[config.mk]
export PLATFORM = sky130hd
export DESIGN_NAME = pbs_ram
export DESIGN_NICKNAME = d
export VERILOG_FILES = /design/src/pbs_ram.sv
export SDC_FILE = /design/constraint.sdc
export NUM_CORES = 1
export LEC_CHECK = 0
export ABC_CLOCK_PERIOD_IN_PS = 6300
export BUFFER_PORTS_ARGS = -buffer_cell sky130_fd_sc_hd__buf_2
export CAP_MARGIN = 40
export CORE_UTILIZATION = 35
export CTS_CLUSTER_DIAMETER = 30
export DETAILED_ROUTE_END_ITERATION = 6
export SLEW_MARGIN = 20
export SYNTH_ARGS = -nofsm -noshare
export SYNTH_HDL_FRONTEND = slang
export SYNTH_SLANG_ARGS = --single-unit
[constraint.sdc]
create_clock -name clk -period 6.3 [get_ports clk]
set_clock_uncertainty 0.05 [all_clocks]
set_input_delay 1.575 -clock clk [delete_from_list [all_inputs] [get_ports clk]]
set_output_delay 1.575 -clock clk [all_outputs]
set_load 0.01 [all_outputs]
[src/pbs_ram.sv]
// Generic single-port-write, single-read RAM with registered read data.
// No dependencies.
`default_nettype none
module pbs_ram #(
  parameter int unsigned WIDTH = 8,
  parameter int unsigned DEPTH = 64
) (
  input  wire logic                     clk,
  input  wire logic                     we,
  input  wire logic [$clog2(DEPTH)-1:0] waddr,
  input  wire logic [WIDTH-1:0]         wdata,
  input  wire logic [$clog2(DEPTH)-1:0] raddr,
  output logic      [WIDTH-1:0]         rdata
);
  logic [WIDTH-1:0] mem [DEPTH];

  always_ff @(posedge clk) begin
    if (we) mem[waddr] <= wdata;
    rdata <= mem[raddr];
  end
endmodule
`default_nettype wire

==> results of run 1 <==
logic make-up (layout without fill, tap and decap cells):
kind of cell | count (synthesis) | in the layout
mux | 162 | 162
compound gates | 54 | 54
buf+inv | 51 | 266
flops | 520 | 520
simple gates | 153 | 153
other cells | 0 | 1
critical path, cell delays in order:
cell                      delay [ns]
sky130_fd_sc_hd__buf_4          0.47
sky130_fd_sc_hd__buf_4          0.36
sky130_fd_sc_hd__buf_4          0.38
sky130_fd_sc_hd__mux4_2         0.30
sky130_fd_sc_hd__o22ai_1        0.09
sky130_fd_sc_hd__o21a_1         0.22
sky130_fd_sc_hd__o41ai_1        0.66
routing by layer:
| layer | track usage | part of all wire | vias to the layer above |
|---|---|---|---|
| met2 | 0.2682 | 0.50 | 341 |
| met5 | 0 | 0.00057 | - |
| met3 | 0.03434 | 0.066 | 74 |
| met1 | 0.2125 | 0.41 | 5305 |
| met4 | 0.06366 | 0.025 | 4 |
| li1 | - | - | 4266 |
where the power goes:
part | internal (W) | switching, W | total, W
Clock | 0.00324 | 0.00172 | 0.00496
Sequential | 0.00384 | 0.0000116 | 0.00385
Combinational | 0.000137 | 0.000222 | 0.000359
through the flow:
| stage | instances | hold WS (ns) | setup slack [ns] |
|---|---|---|---|
| floorplan | 940 | 0.6683 | 3.007 |
| global placement | 1691 | 0.7560 | 1.900 |
| detailed placement | 1728 | 0.8055 | 1.857 |
| CTS | 1894 | 0.8076 | 2.502 |
| global route | 1911 | 0.8362 | 2.460 |
| finish | 1912 | 0.8096 | 2.574 |
worst paths after layout:
check	end	slack [ns]
max	rdata[3]	2.57
min	rdata[1]	0.81
max reg2reg	rdata[4]	4.13
min reg2reg	rdata[1]	0.81
synthesized netlist by cell type, drive strengths merged, types with 2 or more instances:
cell     number
edfxtp      512
mux4        126
nor2         83
buf          34
mux2i        23
nand2        19
clkbuf       17
nor2b        14
mux2         13
nand3        13
dfxtp         8
o221ai        8
o22ai         8
nand2b        7
nor3          7
a221oi        6
a211oi        4
o21ai         4
a21oi         3
a22oi         3
nand3b        3
o2111ai       3
o2bb2ai       3
a2111oi       2
nand4         2
nor4          2
o21a          2
o221a         2
o32ai         2
o41ai         2
flip-flops by register name, indices dropped and copies added (netlist names):
name   count
mem      512
rdata      8
cell type report:
| cell class | count | area, µm² | share of cell area |
|---|---|---|---|
| diodes | 1 | 2.502 | 0.0001013 |
| repair buffers | 100 | 785.8 | 0.03179 |
| flip-flops and latches | 520 | 15530 | 0.6286 |
| clock inverters | 71 | 880.8 | 0.03564 |
| clock buffers | 95 | 2250 | 0.09102 |
| multi-input cells | 369 | 4315 | 0.1746 |
| well taps | 756 | 945.9 | 0.03827 |
==> flow_metrics.env, run 1 <==
export IMPL_grt_first_pass_wirelength_mm=70.10
export IMPL_routed_via_count=9990
export IMPL_worst_reg2reg_path_depth=5
export IMPL_hp_start="mem[34][1]"
export IMPL_drtAntennaViolNets=0
export IMPL_fmax_ghz=0.2684
export IMPL_netlist_top_cell_by_area="sky130_fd_sc_hd__edfxtp_1"
export IMPL_postCtsSetupRepairBufs=0
export IMPL_synth_edff_count=512
export IMPL_track_usage=0.1633
export IMPL_crit_path_start="raddr[1]"
export IMPL_post_synthesis_xor_xnor_area_fraction=0
export IMPL_grt_start_max_net_pins=65
export IMPL_dominantRegCellSynth="sky130_fd_sc_hd__edfxtp_1"
export IMPL_grt_setup_unrepaired="no"
export IMPL_mux_share_of_post_synthesis_cell_area=0.1594
export IMPL_synth_area_leaders="sky130_fd_sc_hd__edfxtp_1, sky130_fd_sc_hd__mux4_2, sky130_fd_sc_hd__nor2_1"
export IMPL_route_detailed_vias_per_inst=5.225
export IMPL_timing_hold_worst_path_depth=4
export IMPL_pin_count=30
export IMPL_die_width_um=242.0
export IMPL_first_global_vias=10370
export IMPL_vdd_ir_drop_max_mv=0.2348
export IMPL_timing_critical_path_required_ns=6.67
export IMPL_p_leak_nw=7.956
export IMPL_initial_utilization=0.3556
export IMPL_detailedRoute_firstPassIterationCount=5
export IMPL_grt_antenna_before_repair=2
export IMPL_wire_per_inst_um=24.58
export IMPL_worst_slew_pin_transition_ns=0.9134
export IMPL_layout_cells_most_common="sky130_fd_sc_hd__edfxtp_1"
export IMPL_post_route_cell_area_mm2=0.02472
export IMPL_tritoncts="built"
export IMPL_r2r_start="mem[28][4]"
export IMPL_timing_max_slew_rel_slack=0.3753
export IMPL_report_final_slew_viol_count=0
export IMPL_grt_overflow_total=0
export IMPL_path_category_of_the_worst_min_delay_check="reg2reg"
export IMPL_worstSetupPathType="in2reg"
export IMPL_die_height_um=242.0
export IMPL_postSynthAreaPerCell_um2=21.45
export IMPL_critPathMaxFanout=32
export IMPL_cts_sinks=520
export IMPL_layout_worst_path_cycle_share=0.5914
export IMPL_routed_wirelength_mm=46.99
export IMPL_setup_viol=0
export IMPL_postSynth_asyncResetShare=0
export IMPL_cts_root_buf="sky130_fd_sc_hd__clkbuf_16"
export IMPL_crit_path_start_kind="primary input"
export IMPL_total_clock_buffers_created_by_cts=88
export IMPL_final_fill_count=4766
export IMPL_fp_dieArea_mm2=0.05858
export IMPL_worstPathArrival_ns=4.10
export IMPL_cts_hold_repair_buffers=0
export IMPL_hold_viol_final=0
export IMPL_synth_top_family_by_area="multiplexers"
export IMPL_tns_ns=0
export IMPL_synth_nets=962
export IMPL_finalCoreUtilization=0.4358
export IMPL_mappedNetlistArea_mm2=0.02017
export IMPL_max_cap_violations=0
export IMPL_synth_fa_ha_area_frac=0
export IMPL_synthDistinctLibCells=40
export IMPL_setup_worst_path_end_class="flip-flop"
export IMPL_post_layout_total_power_w=0.009165
export IMPL_status="completed"
export IMPL_h_tree_depth=3
export IMPL_yosysSeqAreaShare=0.7703
export IMPL_remaining_drc_errors=0
export IMPL_worstSkewPairLatency_ns=0.62
export IMPL_globalplace_congestion=0.7893
export IMPL_power_per_cell_area_mw_per_mm2=370.8
export IMPL_post_layout_net_count=1101
export IMPL_synth_seq_cells=520
export IMPL_synth_top_cell_area_share=0.7624
export IMPL_most_frequent_cells_in_the_layout="sky130_fd_sc_hd__edfxtp_1, sky130_fd_sc_hd__mux4_2, sky130_fd_sc_hd__clkbuf_16, sky130_fd_sc_hd__nor2_1, sky130_fd_sc_hd__buf_4"
export IMPL_worst_setup_hold_path_clk_slew_ns=0.05
export IMPL_std_cell_rows=87
export IMPL_area_delta_synth_final_pct=22.55
export IMPL_dp_final_hpwl_mm=28.58
export IMPL_final_layout_size_suffix_gt1_frac=0.3411
export IMPL_synth_simple_area_share=0.03388
export IMPL_max_buffers_root_to_sink=3
export IMPL_layout_min_cycle_time_ns=3.726
export IMPL_cts_repair_resized=0
export IMPL_postPlaceCellArea_mm2=0.02145
export IMPL_post_synthesis_cells=940
export IMPL_core_footprint_mm2=0.05671
export IMPL_drt_iter0_markers=1097
export IMPL_port_buffer_count=29
export IMPL_compound_gate_fraction_of_synth_area=0.02072
export IMPL_yosys_warnings=0
(Power assumes the default switching activity.)
==> run 2, diff against run 1 <==
- ABC_CLOCK_PERIOD_IN_PS: 6300 -> 3100
- clock period: 6.3 -> 3.1 ns (I/O delays scaled with it)
==> run 2 against run 1 <==
Power is 100% higher. Critical path depth stayed put. Die area did not move. Critical path type unchanged. Largest power group unchanged.
==> flow_metrics.env, run 2 (synthesized netlist as in run 1, its figures left out) <==
export IMPL_post_layout_total_power_w=0.01853
export IMPL_first_global_vias=10530
export IMPL_dp_final_hpwl_mm=30.12
export IMPL_worstSkewPairLatency_ns=0.61
export IMPL_post_layout_net_count=1153
export IMPL_critPathMaxFanout=51
export IMPL_remaining_drc_errors=0
export IMPL_routed_wirelength_mm=47.08
export IMPL_max_buffers_root_to_sink=3
export IMPL_cts_hold_repair_buffers=0
export IMPL_timing_critical_path_required_ns=3.53
export IMPL_grt_overflow_total=0
export IMPL_timing_max_slew_rel_slack=0.4720
export IMPL_setup_worst_path_end_class="flip-flop"
export IMPL_grt_first_pass_wirelength_mm=70.84
export IMPL_crit_path_start_kind="primary input"
export IMPL_gr_usage_met1=0.2183
export IMPL_port_buffer_count=29
export IMPL_final_layout_size_suffix_gt1_frac=0.3583
export IMPL_track_usage=0.1638
export IMPL_largestRegisters="mem (512), rdata (8)"
export IMPL_report_final_slew_viol_count=0
export IMPL_routed_via_count=10140
export IMPL_grt_setup_unrepaired="no"
export IMPL_largest_register_ffs=512
export IMPL_core_footprint_mm2=0.05671
export IMPL_drtAntennaViolNets=0
export IMPL_hold_viol_final=0
export IMPL_worstPathArrival_ns=2.92
export IMPL_worst_hold_slack_ns=0.5493
export IMPL_initial_utilization=0.3556
export IMPL_layout_min_cycle_time_ns=2.485
export IMPL_h_tree_depth=3
export IMPL_p_leak_nw=8.233
export IMPL_most_frequent_cells_in_the_layout="sky130_fd_sc_hd__edfxtp_1, sky130_fd_sc_hd__mux4_2, sky130_fd_sc_hd__buf_4, sky130_fd_sc_hd__clkbuf_16, sky130_fd_sc_hd__nor2_1"
export IMPL_tritoncts="built"
export IMPL_global_route_hottest_layer="met2"
export IMPL_cts_root_buf="sky130_fd_sc_hd__clkbuf_16"
export IMPL_finalCoreUtilization=0.4418
export IMPL_path_category_of_the_worst_min_delay_check="in2reg"
export IMPL_layout_cells_most_common="sky130_fd_sc_hd__edfxtp_1"
export IMPL_setup_viol=0
export IMPL_route_detailed_vias_per_inst=5.168
export IMPL_worst_slew_pin_transition_ns=0.7920
export IMPL_layout_worst_path_cycle_share=0.8015
export IMPL_postCtsSetupRepairBufs=0
export IMPL_cts_sinks=520
export IMPL_max_cap_violations=0
export IMPL_die_height_um=242.0
export IMPL_total_clock_buffers_created_by_cts=92
export IMPL_pin_count=30
export IMPL_globalplace_congestion=0.8378
export IMPL_std_cell_rows=87
export IMPL_worst_setup_hold_path_clk_slew_ns=0.05
export IMPL_die_width_um=242.0
export IMPL_grt_antenna_before_repair=3
export IMPL_power_per_cell_area_mw_per_mm2=739.4
export IMPL_detailedRoute_firstPassIterationCount=5
export IMPL_wire_per_inst_um=24.01
export IMPL_register_containing_the_most_flip_flops_in_the_final_layout="mem"
export IMPL_fp_dieArea_mm2=0.05858
export IMPL_globalRouteMet3Util=0.03556
export IMPL_drt_iter0_markers=974
export IMPL_grt_start_max_net_pins=65
export IMPL_vdd_ir_drop_max_mv=0.4104
export IMPL_place_detailed_instances=1793
export IMPL_grt_util_met2=0.2650
export IMPL_area_delta_synth_final_pct=24.25
export IMPL_final_instance_count_excl_fillers=1961
export IMPL_worstSetupPathType="in2reg"
export IMPL_status="completed"
export IMPL_cts_repair_resized=0
export IMPL_fmax_ghz=0.4025
==> run 2: cell count changes in the layout (fill, tap and decap cells not counted), sizes merged <==
cell | previous run | this run
inv | 14 | 11
clkinvlp | 17 | 4
diode | 1 | 2
clkinv | 25 | 34
buf | 99 | 147
clkbuf | 96 | 106
bufinv | 15 | 12
==> run 2: final timing paths <==
check                           startpoint  depth (start not counted)       end  slack (ns)
worst min register to register  mem[22][0]                          4  rdata[0]        0.79
worst min-delay path              raddr[5]                          3  rdata[0]        0.55
worst max register to register   mem[3][5]                          5  rdata[5]        0.94
worst max-delay path              raddr[1]                          7  rdata[5]        0.62
==> run 2: report_power, final <==
part | switching [W] | internal (W) | leakage (nW) | total, W
logic | 0.000455 | 0.000305 | 2.05 | 0.000760
registers | 0.0000310 | 0.00780 | 4.67 | 0.00783
clock network | 0.00340 | 0.00654 | 1.51 | 0.00994
==> run 2: area by class of cell <==
type,instances,area (µm²)
diodes,2,5.005
clock buffers,105,2382
clock inverters,61,714.4
fillers,4751,31660
multi-input cells,369,4315
flip-flops and latches,520,15530
well taps,756,945.9
repair buffers,148,1160
==> run 2: metrics by stage <==
stage          cell area, µm²  setup WS (ns)  TNS (ns)
3_5_place_dp            21960       -0.03888  -0.03888
5_1_grt                 25050         0.5541         0
4_1_cts                 25050         0.5973         0
6_report                25060         0.6152         0
3_3_place_gp            21930       0.008520         0
2_1_floorplan           20170         0.6073         0
==> run 2: per-layer routing <==
metal	wire [µm]	up-vias	part of all wire
met5	32	-	0.00068
met4	1011	4	0.021
met3	3282	62	0.070
met2	23340	371	0.50
met1	19410	5344	0.41
li1	-	4354	-
==> run 2: critical path, stage by stage <==
cell and delay [ns]:
sky130_fd_sc_hd__buf_4 0.21, sky130_fd_sc_hd__buf_12 0.31, sky130_fd_sc_hd__mux4_2 0.41, sky130_fd_sc_hd__nor2b_1 0.15, sky130_fd_sc_hd__a2111oi_0 0.66, sky130_fd_sc_hd__buf_4 0.24
sky130_fd_sc_hd__o41ai_1 0.07
==> run 3, diff against run 2 <==
- ABC_CLOCK_PERIOD_IN_PS: 3100 -> 2200
- clock period: 3.1 -> 2.2 ns (I/O delays scaled with it)
==> run 3 against run 2 <==
Worst hold slack lost 0.24 ns. Worst setup slack worse by 0.53 ns. Via count grew 1.1%. Clock-buffer cell count decreased by 1. Sequential share of layout area down 1.5 points. Non-clock buffer count up 53. Clock power is 44% higher. Die area did not move. Register-to-register slack got worse by 0.79 ns.
==> flow_metrics.env, run 3 (synthesized netlist as in run 1, its figures left out) <==
export IMPL_routed_via_count=10240
export IMPL_worstSetupPathType="in2reg"
export IMPL_fp_dieArea_mm2=0.05858
export IMPL_status="completed"
export IMPL_drt_iter0_markers=884
export IMPL_die_height_um=242.0
export IMPL_timing_max_slew_rel_slack=0.4859
export IMPL_drtAntennaViolNets=0
export IMPL_wire_per_inst_um=23.17
export IMPL_cts_repair_resized=0
export IMPL_cts_root_buf="sky130_fd_sc_hd__clkbuf_16"
export IMPL_setup_viol=0
export IMPL_post_layout_total_power_w=0.02651
export IMPL_report_final_slew_viol_count=0
export IMPL_post_layout_net_count=1209
export IMPL_routed_wirelength_mm=46.95
export IMPL_worst_setup_hold_path_clk_slew_ns=0.05
export IMPL_initial_utilization=0.3556
export IMPL_largestRegisters="mem (512), rdata (8)"
export IMPL_tritoncts="built"
export IMPL_hold_viol_final=0
export IMPL_power_per_cell_area_mw_per_mm2=1033
export IMPL_setup_worst_path_end_class="flip-flop"
export IMPL_cts_hold_repair_buffers=0
export IMPL_postPlaceCellArea_mm2=0.02244
export IMPL_postCtsSetupRepairBufs=0
export IMPL_final_critical_path_setup_slack_ns=0.08249
export IMPL_max_cap_violations=0
export IMPL_grt_setup_unrepaired="no"
export IMPL_sequential_cell_area_mm2=0.01553
export IMPL_worstPathArrival_ns=2.56
export IMPL_dp_final_hpwl_mm=30.20
export IMPL_pin_count=30
export IMPL_remaining_drc_errors=0
export IMPL_port_buffer_count=29
export IMPL_die_width_um=242.0
export IMPL_timing_critical_path_required_ns=2.64
export IMPL_first_global_vias=11050
export IMPL_layout_cells_most_common="sky130_fd_sc_hd__edfxtp_1"
export IMPL_most_frequent_cells_in_the_layout="sky130_fd_sc_hd__edfxtp_1, sky130_fd_sc_hd__buf_4, sky130_fd_sc_hd__mux4_2, sky130_fd_sc_hd__clkbuf_16, sky130_fd_sc_hd__nor2_1"
export IMPL_std_cell_rows=87
export IMPL_h_tree_depth=3
export IMPL_globalplace_congestion=0.7848
export IMPL_layout_min_cycle_time_ns=2.118
export IMPL_grt_antenna_before_repair=3
export IMPL_grt_start_max_net_pins=65
export IMPL_cts_sinks=520
export IMPL_vdd_ir_drop_max_mv=0.5662
export IMPL_worstSkewPairLatency_ns=0.62
export IMPL_multi_input_comb_area_mm2=0.004317
export IMPL_register_containing_the_most_flip_flops_in_the_final_layout="mem"
export IMPL_track_usage=0.1639
export IMPL_grt_first_pass_wirelength_mm=70.80
export IMPL_area_delta_synth_final_pct=27.29
export IMPL_detailedRoute_firstPassIterationCount=5
export IMPL_worst_hold_slack_ns=0.3111
export IMPL_total_clock_buffers_created_by_cts=95
export IMPL_crit_path_start_kind="primary input"
export IMPL_route_detailed_vias_per_inst=5.055
export IMPL_path_category_of_the_worst_min_delay_check="in2reg"
export IMPL_dpl_worst_slack_ns=-0.5995
export IMPL_core_footprint_mm2=0.05671
export IMPL_fmax_ghz=0.4723
export IMPL_grt_overflow_total=0
export IMPL_final_fill_count=4734
export IMPL_post_route_cell_area_mm2=0.02567
export IMPL_final_layout_size_suffix_gt1_frac=0.3987
export IMPL_layout_worst_path_cycle_share=0.9625
export IMPL_largest_register_ffs=512
export IMPL_critPathMaxFanout=19
export IMPL_finalCoreUtilization=0.4526
export IMPL_worst_slew_pin_transition_ns=0.7712
export IMPL_max_buffers_root_to_sink=3
export IMPL_p_leak_nw=8.561
## run 3: changes by cell type in the layout (fill, tap and decap cells not counted), moves of 3 or more
| cell | delta |
|---|---|
| sky130_fd_sc_hd__clkbuf_1 | -4 |
| sky130_fd_sc_hd__inv_6 | +7 |
| sky130_fd_sc_hd__buf_4 | +47 |
| sky130_fd_sc_hd__clkinv_1 | -5 |
| sky130_fd_sc_hd__buf_12 | +5 |
| sky130_fd_sc_hd__bufinv_16 | -3 |
| sky130_fd_sc_hd__clkinvlp_4 | +10 |
| sky130_fd_sc_hd__clkinv_4 | +3 |
| sky130_fd_sc_hd__clkbuf_16 | +3 |
## run 3: cell type report
class | instances | share of cell area
antenna | 1 | 0.00009748
clock buffer | 104 | 0.09515
clock inverter | 75 | 0.03066
multi-input combinational | 369 | 0.1682
sequential | 520 | 0.6052
tap | 756 | 0.03685
timing repair buffer | 201 | 0.06390
## run 3: power by group
group | leakage, nW | internal (W) | total (W) | switching, W
clock | 1.54 | 0.00922 | 0.0143 | 0.00511
combinational | 2.34 | 0.000500 | 0.00115 | 0.000651
sequential | 4.67 | 0.0110 | 0.0110 | 0.0000371
## run 3: routing by layer
metal	up-vias	global-route usage	wire (µm)
li1	4484	-	-
met1	5332	0.2181	19870
met2	333	0.2650	22950
met3	89	0.03157	2927
met4	4	0.06608	1176
met5	-	0	20
## run 3: path summary, 6_finish.rpt
| kind | start | endpoint | slack, ns | depth (start not counted) |
|---|---|---|---|---|
| setup reg to reg | mem[29][6] | rdata[6] | 0.15 | 5 |
| setup / recovery | raddr[0] | rdata[6] | 0.08 | 7 |
| hold reg to reg | mem[22][1] | rdata[1] | 0.78 | 4 |
| hold / removal | raddr[5] | rdata[6] | 0.31 | 3 |
## run 3: worst max-delay path: stages
cell and delay [ns]:
sky130_fd_sc_hd__clkbuf_8 0.28, sky130_fd_sc_hd__buf_4 0.17, sky130_fd_sc_hd__mux4_2 0.49, sky130_fd_sc_hd__mux2_2 0.29, sky130_fd_sc_hd__o221a_2 0.29, sky130_fd_sc_hd__nor3_1 0.33
sky130_fd_sc_hd__o32ai_1 0.13
## run 3: per-stage QoR
| stage | instances | setup TNS, ns |
|---|---|---|
| floorplan | 940 | 0 |
| global placement | 1843 | -3.868 |
| detailed placement | 1846 | -3.976 |
| CTS | 2025 | 0 |
| global route | 2026 | 0 |
| finish | 2026 | 0 |
